`src/tspft_pkg.sv`:
```
// ----------------------------------------------------------------------------
// tspft_pkg
// Shared constants and codes for the transport stream PID selection table.
// ----------------------------------------------------------------------------
package tspft_pkg;

  localparam int PID_W             = 14;
  localparam int PID_SPACE         = 8192;
  localparam int PID_LO_W          = 13;
  localparam int WORD_W            = 32;
  localparam int BIT_SEL_W         = 5;
  localparam int BM_WORDS          = PID_SPACE / WORD_W;
  localparam int BM_AW             = $clog2(BM_WORDS);
  localparam int SMALL_ENTRIES_DEF = 24;

  // feed-through PID
  localparam logic [PID_W-1:0] BYPASS_PID = 14'h2000;

  localparam logic OP_CLEAR = 1'b0;
  localparam logic OP_SET   = 1'b1;

  localparam logic KIND_FULL  = 1'b0;
  localparam logic KIND_SMALL = 1'b1;

  localparam logic STATUS_DONE = 1'b0;
  localparam logic STATUS_FULL = 1'b1;

endpackage

```
`src/tspft_ram.sv`:
```
// ----------------------------------------------------------------------------
// tspft_ram
// Generic single-write, single-read RAM with a registered read port.
// ----------------------------------------------------------------------------
module tspft_ram #(
  parameter int WIDTH = 8,
  parameter int DEPTH = 16,
  localparam int AW = (DEPTH > 1) ? $clog2(DEPTH) : 1
) (
  input  logic             clk,
  input  logic             we,
  input  logic [AW-1:0]    waddr,
  input  logic [WIDTH-1:0] wdata,
  input  logic             re,
  input  logic [AW-1:0]    raddr,
  output logic [WIDTH-1:0] rdata
);

  logic [WIDTH-1:0] mem_r [DEPTH];
  logic [WIDTH-1:0] rdata_r;

  always_ff @(posedge clk) begin
    if (we) begin
      mem_r[waddr] <= wdata;
    end
    if (re) begin
      rdata_r <= mem_r[raddr];
    end
  end

  assign rdata = rdata_r;

endmodule

```
`src/ts_pid_filter_table.sv`:
```
// ----------------------------------------------------------------------------
// ts_pid_filter_table
// PID selection table of a transport stream filter: full 8192-bit bitmap or
// a short slot list, updated by one set/clear request per word.
// ----------------------------------------------------------------------------
//
//  channel  | handshake                  | payload
//  ---------+----------------------------+-------------------------------
//  input    | start / busy (start&!busy) | in_operation, in_pid
//  result   | out_valid (1-cycle strobe) | out_status, out_bypass_on
//  config   | cfg_valid / cfg_ready      | cfg_filter_kind
//
//  Full mode: bitmap RAM read, then modify and write back (busy is high for
//  one cycle). Small set: first free slot from the valid flops. Small clear:
//  one slot RAM read per cycle until the first match or the last slot.
//  Reset clears valid flops for every bitmap word and slot, so no clearing
//  pass is needed. Results are strobed for one cycle and the receiver cannot
//  stall; a new word may be accepted while the previous result is shown.
// ----------------------------------------------------------------------------
module ts_pid_filter_table #(
  parameter int SMALL_ENTRIES = tspft_pkg::SMALL_ENTRIES_DEF
) (
  input  logic                       clk,
  input  logic                       rst_n,
  // request
  input  logic                       start,
  output logic                       busy,
  input  logic                       in_operation,
  input  logic [tspft_pkg::PID_W-1:0] in_pid,
  // result
  output logic                       out_valid,
  output logic                       out_status,
  output logic                       out_bypass_on,
  // config
  input  logic                       cfg_valid,
  output logic                       cfg_ready,
  input  logic                       cfg_filter_kind
);

  import tspft_pkg::*;

  localparam int SLOT_AW = (SMALL_ENTRIES > 1) ? $clog2(SMALL_ENTRIES) : 1;
  localparam logic [SLOT_AW-1:0] SLOT_LAST = SLOT_AW'(SMALL_ENTRIES - 1);

  typedef enum logic [1:0] {
    S_IDLE,
    S_BM_WR,
    S_SM_SET,
    S_SM_SCAN
  } state_t;

  // control / status registers
  state_t                   state_r, state_nxt;
  logic                     kind_r, kind_nxt;
  logic                     bypass_r, bypass_nxt;
  logic [BM_WORDS-1:0]      bm_vld_r, bm_vld_nxt;
  logic [SMALL_ENTRIES-1:0] sl_vld_r, sl_vld_nxt;
  logic [SLOT_AW-1:0]       scan_idx_r, scan_idx_nxt;
  logic [SLOT_AW-1:0]       cmp_idx_r, cmp_idx_nxt;
  logic                     cmp_vld_r, cmp_vld_nxt;
  logic                     out_valid_r, out_valid_nxt;

  // payload registers
  logic                     op_r, op_nxt;
  logic [PID_W-1:0]         pid_r, pid_nxt;
  logic                     out_status_r, out_status_nxt;
  logic                     out_bypass_r, out_bypass_nxt;

  // bitmap RAM
  logic                     bm_we, bm_re;
  logic [BM_AW-1:0]         bm_raddr, bm_waddr;
  logic [WORD_W-1:0]        bm_wdata, bm_rdata, bm_old, bm_mask;

  // slot RAM (13-bit PIDs, validity lives in sl_vld_r)
  logic                     sl_we, sl_re;
  logic [SLOT_AW-1:0]       sl_raddr;
  logic [PID_LO_W-1:0]      sl_rdata;

  // first free slot
  logic                     free_found;
  logic [SLOT_AW-1:0]       free_idx;

  tspft_ram #(
    .WIDTH (WORD_W),
    .DEPTH (BM_WORDS)
  ) u_bm_ram (
    .clk   (clk),
    .we    (bm_we),
    .waddr (bm_waddr),
    .wdata (bm_wdata),
    .re    (bm_re),
    .raddr (bm_raddr),
    .rdata (bm_rdata)
  );

  tspft_ram #(
    .WIDTH (PID_LO_W),
    .DEPTH (SMALL_ENTRIES)
  ) u_slot_ram (
    .clk   (clk),
    .we    (sl_we),
    .waddr (free_idx),
    .wdata (pid_r[PID_LO_W-1:0]),
    .re    (sl_re),
    .raddr (sl_raddr),
    .rdata (sl_rdata)
  );

  // lowest-index free slot
  always_comb begin
    free_found = 1'b0;
    free_idx   = '0;
    for (int k = SMALL_ENTRIES - 1; k >= 0; k--) begin
      if (!sl_vld_r[k]) begin
        free_found = 1'b1;
        free_idx   = SLOT_AW'(k);
      end
    end
  end

  // word not yet written reads as zero
  assign bm_old   = bm_vld_r[pid_r[PID_LO_W-1:BIT_SEL_W]] ? bm_rdata : '0;
  assign bm_mask  = WORD_W'(1) << pid_r[BIT_SEL_W-1:0];
  assign bm_wdata = (op_r == OP_SET) ? (bm_old | bm_mask) : (bm_old & ~bm_mask);
  assign bm_waddr = pid_r[PID_LO_W-1:BIT_SEL_W];
  assign bm_raddr = in_pid[PID_LO_W-1:BIT_SEL_W];
  assign sl_raddr = scan_idx_r;

  always_comb begin
    state_nxt      = state_r;
    kind_nxt       = kind_r;
    bypass_nxt     = bypass_r;
    bm_vld_nxt     = bm_vld_r;
    sl_vld_nxt     = sl_vld_r;
    scan_idx_nxt   = scan_idx_r;
    cmp_idx_nxt    = cmp_idx_r;
    cmp_vld_nxt    = cmp_vld_r;
    op_nxt         = op_r;
    pid_nxt        = pid_r;
    out_valid_nxt  = 1'b0;
    out_status_nxt = out_status_r;
    bm_we          = 1'b0;
    bm_re          = 1'b0;
    sl_we          = 1'b0;
    sl_re          = 1'b0;

    if (cfg_valid) begin
      kind_nxt = cfg_filter_kind;
    end

    unique case (state_r)
      S_IDLE: begin
        if (start) begin
          op_nxt  = in_operation;
          pid_nxt = in_pid;
          if (kind_r == KIND_FULL) begin
            bm_re     = 1'b1;
            state_nxt = S_BM_WR;
          end else if (in_operation == OP_SET) begin
            state_nxt = S_SM_SET;
          end else begin
            scan_idx_nxt = '0;
            cmp_vld_nxt  = 1'b0;
            state_nxt    = S_SM_SCAN;
          end
        end
      end

      S_BM_WR: begin
        if (pid_r == BYPASS_PID) begin
          bypass_nxt = (op_r == OP_SET);
        end else if (!pid_r[PID_W-1]) begin
          bm_we = 1'b1;
          bm_vld_nxt[pid_r[PID_LO_W-1:BIT_SEL_W]] = 1'b1;
        end
        // PIDs above feed-through are ignored
        out_valid_nxt  = 1'b1;
        out_status_nxt = STATUS_DONE;
        state_nxt      = S_IDLE;
      end

      S_SM_SET: begin
        if (free_found) begin
          sl_we                = 1'b1;
          sl_vld_nxt[free_idx] = 1'b1;
          out_status_nxt       = STATUS_DONE;
        end else begin
          out_status_nxt = STATUS_FULL;
        end
        out_valid_nxt = 1'b1;
        state_nxt     = S_IDLE;
      end

      S_SM_SCAN: begin
        // read one slot per cycle, compare it the cycle after
        sl_re       = 1'b1;
        cmp_idx_nxt = scan_idx_r;
        cmp_vld_nxt = 1'b1;
        if (scan_idx_r != SLOT_LAST) begin
          scan_idx_nxt = scan_idx_r + SLOT_AW'(1);
        end
        if (cmp_vld_r) begin
          if (sl_vld_r[cmp_idx_r] && (sl_rdata == pid_r[PID_LO_W-1:0])) begin
            sl_vld_nxt[cmp_idx_r] = 1'b0;
            out_valid_nxt         = 1'b1;
            out_status_nxt        = STATUS_DONE;
            cmp_vld_nxt           = 1'b0;
            state_nxt             = S_IDLE;
          end else if (cmp_idx_r == SLOT_LAST) begin
            // no match: nothing changes
            out_valid_nxt  = 1'b1;
            out_status_nxt = STATUS_DONE;
            cmp_vld_nxt    = 1'b0;
            state_nxt      = S_IDLE;
          end
        end
      end

      default: begin
        state_nxt = S_IDLE;
      end
    endcase

    out_bypass_nxt = bypass_nxt;
  end

  always_ff @(posedge clk) begin
    if (!rst_n) begin
      state_r     <= S_IDLE;
      kind_r      <= KIND_FULL;
      bypass_r    <= 1'b0;
      bm_vld_r    <= '0;
      sl_vld_r    <= '0;
      scan_idx_r  <= '0;
      cmp_idx_r   <= '0;
      cmp_vld_r   <= 1'b0;
      out_valid_r <= 1'b0;
    end else begin
      state_r     <= state_nxt;
      kind_r      <= kind_nxt;
      bypass_r    <= bypass_nxt;
      bm_vld_r    <= bm_vld_nxt;
      sl_vld_r    <= sl_vld_nxt;
      scan_idx_r  <= scan_idx_nxt;
      cmp_idx_r   <= cmp_idx_nxt;
      cmp_vld_r   <= cmp_vld_nxt;
      out_valid_r <= out_valid_nxt;
    end
    op_r         <= op_nxt;
    pid_r        <= pid_nxt;
    out_status_r <= out_status_nxt;
    out_bypass_r <= out_bypass_nxt;
  end

  assign busy          = (state_r != S_IDLE);
  assign cfg_ready     = 1'b1;
  assign out_valid     = out_valid_r;
  assign out_status    = out_status_r;
  assign out_bypass_on = out_bypass_r;

endmodule
```
`config.mk`:
```
export PLATFORM = sky130hd
export DESIGN_NAME = ts_pid_filter_table
export DESIGN_NICKNAME = d
export VERILOG_FILES = /design/src/tspft_pkg.sv /design/src/tspft_ram.sv /design/src/ts_pid_filter_table.sv
export SDC_FILE = /design/constraint.sdc
export NUM_CORES = 1
export LEC_CHECK = 0
export BUFFER_PORTS_ARGS = -buffer_cell sky130_fd_sc_hd__buf_4
export CORE_ASPECT_RATIO = 0.8
export CORE_UTILIZATION = 40
export CTS_CLUSTER_DIAMETER = 40
export DETAILED_ROUTE_END_ITERATION = 12
export PLACE_DENSITY = 0.62
export SLEW_MARGIN = 40
export SYNTH_ARGS = -nofsm -noshare
export SYNTH_HDL_FRONTEND = slang
export SYNTH_SLANG_ARGS = --single-unit
```
`constraint.sdc`:
```
create_clock -name clk -period 2.5 [get_ports clk]
set_input_delay 0.25 -clock clk [delete_from_list [all_inputs] [get_ports clk]]
set_output_delay 0.25 -clock clk [all_outputs]
set_load 0.005 [all_outputs]
```
Yosys cells after proc, flatten, opt, wreduce, memory -nomap -nowiden

Memories as Yosys holds them, arrays and structs flattened. A register that Yosys moved wholly into a read port is not among the register bits.
Cells that the tools add are included.
Widths: inputs -> output; s select.

Register bits after elaboration: 57
Output and inout bits: 5
Word-level logic and storage cells: 144
RAM bits: 312
Memories: 1

Memory list:

| name             | depth | bits a word | rd ports | clocked after Yosys merged registers in | wr ports | line            | text |
|---|---|---|---|---|---|---|---|
| u_slot_ram.mem_r | 24    | 13          | 1        | 1                                       | 1        | tspft_ram.sv:19 | `logic [WIDTH-1:0] mem_r [DEPTH];` |

Reduce and logical (&&, ||, !) cells: 15
Mux-type cells: 93
Magnitude comparators: 4
Add/subtract/negate cells: 1
Bitwise logic cells: 3
Equal/unequal tests: 15

Operator list:

| operator             | count |
|---|---|
| $mux 5               | 28 |
| $mux 24              | 3 |
| $mux 1               | 48 |
| $pmux 24 s2          | 1 |
| $and 24x24->24       | 1 |
| $not 24->24          | 1 |
| $or 24x24->24        | 1 |
| $eq 14x14->1 const B | 1 |
| $ne 2x2->1 const B   | 7 |
| $eq 13x13->1         | 1 |
| $lt 5x6->1 const B   | 2 |
| $demux 1 s5          | 2 |
| $ge 5x1->1 const B   | 2 |
| $mux 2               | 5 |
| $pmux 5 s2           | 1 |
| $reduce_and 4->1     | 2 |
| $pmux 2 s3           | 1 |
| $reduce_and 3->1     | 2 |
| $reduce_bool 2->1    | 3 |
| $add 5x1->5 const B  | 1 |
| $bmux 1 s5           | 1 |
| $eq 5x5->1 const B   | 1 |
| $ne 5x5->1 const B   | 1 |
| $reduce_and 5->1     | 1 |
| other kinds (10)     | 14 |

Logic depth before layout (Yosys ltp)

Word-level depth: 31
Mapped depth: 9

Modules after synthesis

From an unflattened synthesis, not the netlist that was laid out.

Cells, all modules: 927
Area total of the unflattened synthesis: 15727.6 µm²

By module, submodules not included:

| module              | sequential area each (µm²) | instances | cells an instance | area each (µm²) |
|---|---|---|---|---|
| tspft_ram           | 9759.4                     | 1         | 593               | 12544.5 |
| ts_pid_filter_table | 1301.2                     | 1         | 334               | 3183.1 |

Worst setup path after synthesis

No wires, ideal clock.

Path kind: register to register
From: register sl_vld_r[22]
To: memory u_slot_ram.mem_r[23][0] (netlist name), enable pin
Cell stages (with the launch flop): 8
Arrival time: 2.144 ns
Period minus slack after synthesis: 2.527 ns
Setup slack: -0.027 ns
Path through: dfxtp_1 > nor2b_1 > o2111ai_1 > a221oi_1 > o21ai_1 > or3_1 > clkbuf_1 > nor2_1

Longest elaborated chain between the ends: 27

RTL lines:

| what                         | line                       | text |
|---|---|---|
| from (decl)                  | ts_pid_filter_table.sv:57  | `logic [SMALL_ENTRIES-1:0] sl_vld_r, sl_vld_nxt;` |
| from (signal assigned)       | ts_pid_filter_table.sv:243 | `sl_vld_r <= sl_vld_nxt;` |
| $mux 1 (23 in a row)         | ts_pid_filter_table.sv:114 | `if (!sl_vld_r[k]) begin` |
| $mux 1                       | ts_pid_filter_table.sv:183 | `if (free_found) begin` |
| $mux 1                       | ts_pid_filter_table.sv:151 | `unique case (state_r)` |
| $mux 1                       | tspft_ram.sv:23            | `if (we) begin` |
| $mux 1 (implied by the code) | tspft_ram.sv:24            | `mem_r[waddr] <= wdata;` |
| to (decl)                    | tspft_ram.sv:19            |  |

Parallel ways exist; a longest one is shown, timed or not.

Final worst setup path

From: register sl_vld_r[8]
To: memory u_slot_ram.mem_r[16][1] (netlist name), enable pin

Longest elaborated chain between the ends: 13

RTL lines:

| what                         | line |
|---|---|
| $mux 1 (9 in a row)          | ts_pid_filter_table.sv:114 |
| $mux 1                       | ts_pid_filter_table.sv:183 |
| $mux 1                       | ts_pid_filter_table.sv:151 |
| $mux 1                       | tspft_ram.sv:23 |
| $mux 1 (implied by the code) | tspft_ram.sv:24 |

Parallel ways exist; a longest one is shown, timed or not.

==> key figures <==
Run status
  – Outcome: finished, final reports clean

Yosys
  – Async SR Flop Fraction: 0%
  – Main synth FF type: sky130_fd_sc_hd__edfxtp_1
  – Post-synth top area cell: sky130_fd_sc_hd__edfxtp_1
  – Top post-synthesis cells by count: sky130_fd_sc_hd__edfxtp_1, sky130_fd_sc_hd__mux4_2, sky130_fd_sc_hd__nor2_1
  – Number of distinct library cell variants in the gate-level netlist after synthesis: 56
  – Number of storage elements in the synthesis netlist: 382
  – Most frequent cell after synthesis: sky130_fd_sc_hd__edfxtp_1
  – Most area-consuming cells after synthesis: sky130_fd_sc_hd__edfxtp_1, sky130_fd_sc_hd__mux4_2, sky130_fd_sc_hd__dfxtp_1
  – Cells after Synth: 820
  – Avg Synthesized Cell Area: 18.71 um^2
  – Warning count from the yosys run: 0
  – Number of synthesized flops with an enable pin: 341
  – Post-synthesis instance area: 15340 um^2
  – Net count of the mapped netlist: 846
  – Area share of the largest cell type after synthesis: 66.75%
  – Share of synthesized area occupied by flip-flops and latches: 72.10%

Die
  – Starting Density: 40.97%
  – CORE AREA: 37440 um^2
  – Floorplan row count: 63
  – Die Width: 220.9 um
  – Chip height: 177.2 um
  – Num ports: 25
  – Area enclosed by the die boundary: 39140 um^2

Routing
  – Number of nets still failing antenna checks after routing: 0
  – DR vias: 8319
  – Routed wire per std cell: 24.47 um
  – 1st-iter DRT viols: 855
  – DRT Pass-1 Iters: 5
  – Total wire length after detailed routing: 36.44 mm
  – Vias/cell: 5.587
  – Remaining routing DRC violations: 0

Place
  – Final weighted congestion in routability-driven placement: 0.8784
  – Dpl cells: 1388
  – PortBufs: 23
  – Post-placement cell area: 16890 um^2
  – Detailed Place HPWL: 23.56 mm
  – Setup slack at placement: 0.06472 ns

Timing
  – Transition at the pin with the smallest max-transition slack: 0.6749 ns
  – Fmax: 414.0 MHz
  – Max Clock Skew: 0.01563 ns
  – Number of max-slew violations in the final report: 0
  – Rel. slew slack: 55.00%
  – Final worst slack: 0.08440 ns
  – Final period demand of the worst path: 2.416 ns
  – Final worst-path cycle share: 96.62%
  – Final hold slack: 0.2825 ns
  – Number of failing hold endpoints at the final stage: 0
  – Final count of negative-setup-slack endpoints: 0

GRT
  – Global router's overall resource usage: 19.13%
  – Initial antenna violation count: 0
  – Largest net degree at the start of global routing: 43
  – Vias in the first global route: 8453
  – Wire length of the first global-routing pass: 54.67 mm
  – GRT Residual Overflow: 0

Job
  – Number of max-cap violations: 0

Worst setup path
  – Crit end category: flip-flop
  – Peak fanout along the critical path: 13
  – Startpoint type of the worst setup path: flip-flop
  – Critical Path Source: sl_vld_r[8]$_SDFFE_PN0P_
  – Required arrival time at the worst endpoint: 2.75 ns
  – Critical path class: reg -> reg
  – Data arrival, critical path: 2.67 ns
  – Critical R2R Launch: sl_vld_r[8]$_SDFFE_PN0P_

CTS
  – Number of clock sinks seen by CTS: 382
  – Clock Tree Root: sky130_fd_sc_hd__clkbuf_16
  – Clock latency at the later pin of the worst-skew pair: 0.55 ns
  – Number of clock buffers inserted by TritonCTS: 47
  – Clock slew at the register clock pins of the worst setup and hold paths: 0.06 ns
  – Htree depth: 2
  – Clock tree from TritonCTS: done
  – Maximum root-to-sink buffer count: 3

Power and ir drop
  – Design Power: 0.01432 W
  – Pwr dens: 765.5 nW/um^2
  – Leakage power: 5.986 nW
  – Worst supply voltage drop on vdd: 0.5585 mV

Final layout
  – Share of cells above drive strength 1: 31.94%
  – Final Instance Area: 18710 um^2
  – Net count, final: 995
  – Count of placed standard cells in the final layout, fillers left out: 1489
  – Antenna Diode Count: 0
  – Area growth from synthesis to final layout: 21.94%

Worst hold path
  – Worst min-delay path category: in -> reg
  – Hold path start: start
[repair_timing]
action	in CTS	in global routing
hold endpoints to repair	16	0
resized for setup	0	12
buffers inserted	0	2
hold buffers	17	0
endpoints found under the setup margin	0	251
[report_power, final]
part           internal [W]  leakage, nW  switching [W]
Clock               0.00416        0.772        0.00268
Combinational      0.000128         1.81       0.000261
Sequential          0.00705         3.41      0.0000380
[per-stage QoR]
| step | utilization (%) | TNS, ns |
|---|---|---|
| 2_1_floorplan | - | -1.896 |
| 3_3_place_gp | 45.11 | 0 |
| 3_5_place_dp | 45.11 | 0 |
| 4_1_cts | 49.82 | 0 |
| 5_1_grt | 49.96 | -0.07826 |
| 6_report | 49.96 | 0 |
[worst paths after layout]
kind                                       endpoint  slack, ns  cells after the start
setup / recovery  u_slot_ram.mem_r[16][1]$_DFFE_PP_       0.08                      5
hold / removal              state_r[0]$_SDFFE_PN0P_       0.28                      5
setup reg to reg  u_slot_ram.mem_r[16][1]$_DFFE_PP_       0.08                      5
hold reg to reg               out_bypass_on$_DFF_P_       0.47                      1
[layout make-up]
| type | instances | area [um^2] |
|---|---|---|
| tap | 487 | 609.3 |
| timing repair buffer | 139 | 1311 |
| inverter | 12 | 45.04 |
| fill | 3015 | 18740 |
| sequential | 382 | 11070 |
| clock buffer | 52 | 1247 |
| multi-input combinational | 387 | 4075 |
| clock inverter | 30 | 345.3 |
[worst max-delay path, stage by stage, from the launching register on]
cell	delay [ns]
sky130_fd_sc_hd__dfxtp_1	0.50
sky130_fd_sc_hd__nand4_1	0.26
sky130_fd_sc_hd__nor4_1	0.53
sky130_fd_sc_hd__nand2_1	0.36
sky130_fd_sc_hd__nor2_1	0.27
sky130_fd_sc_hd__buf_12	0.20
[per-layer routing]
metal	global-route usage, %	vias up	share of wire (%)
li1	-	3657	-
met2	27.94	334	44
met5	0	-	0
met4	6.031	0	2.1
met3	4.250	56	8.4
met1	28.50	4272	46
[layout by cell type, fill, tap and decap left out, types with 5 or more instances in the layout]
| cell type | n |
|---|---|
| sky130_fd_sc_hd__nand2b_1 | 6 |
| sky130_fd_sc_hd__o21ai_0 | 20 |
| sky130_fd_sc_hd__nand3b_1 | 5 |
| sky130_fd_sc_hd__nand4_1 | 14 |
| sky130_fd_sc_hd__xor2_1 | 14 |
| sky130_fd_sc_hd__mux2i_1 | 20 |
| sky130_fd_sc_hd__ha_1 | 6 |
| sky130_fd_sc_hd__o211ai_1 | 25 |
| sky130_fd_sc_hd__bufinv_16 | 5 |
| sky130_fd_sc_hd__edfxtp_1 | 341 |
| sky130_fd_sc_hd__nand3_1 | 7 |
| sky130_fd_sc_hd__a21oi_1 | 17 |
| sky130_fd_sc_hd__nand2_1 | 28 |
| sky130_fd_sc_hd__buf_12 | 18 |
| sky130_fd_sc_hd__o21ai_1 | 13 |
| sky130_fd_sc_hd__mux4_2 | 94 |
| sky130_fd_sc_hd__nor2b_1 | 11 |
| sky130_fd_sc_hd__nor2_1 | 45 |
| sky130_fd_sc_hd__clkinv_2 | 5 |
| sky130_fd_sc_hd__dfxtp_1 | 36 |
| sky130_fd_sc_hd__clkinv_4 | 6 |
| sky130_fd_sc_hd__clkbuf_16 | 49 |
| sky130_fd_sc_hd__buf_4 | 104 |
| sky130_fd_sc_hd__inv_1 | 12 |
| sky130_fd_sc_hd__dlygate4sd3_1 | 17 |
| sky130_fd_sc_hd__nor4_1 | 5 |
[state kept, by name, indices dropped and copies added (netlist names), 2 cells and up]
register / cells
sl_vld_r: 24
u_slot_ram.mem_r: 312
scan_idx_r: 5
u_slot_ram.rdata: 13
cmp_idx_r: 5
pid_r: 14
state_r: 2
[cells by family after synthesis]
kind of cell	Yosys count	share of synthesized area [%]
AO/OA/AOI/OAI	93	3.793
XOR/XNOR	16	0.9136
adder cells (fa/ha/maj)	6	0.4894
buffers and inverters	51	1.558
flip-flops	382	72.10
multiplexers	118	15.60
other	1	0.02445
AND/OR/NAND/NOR	153	5.522
Power figures use the tool's default switching activity.
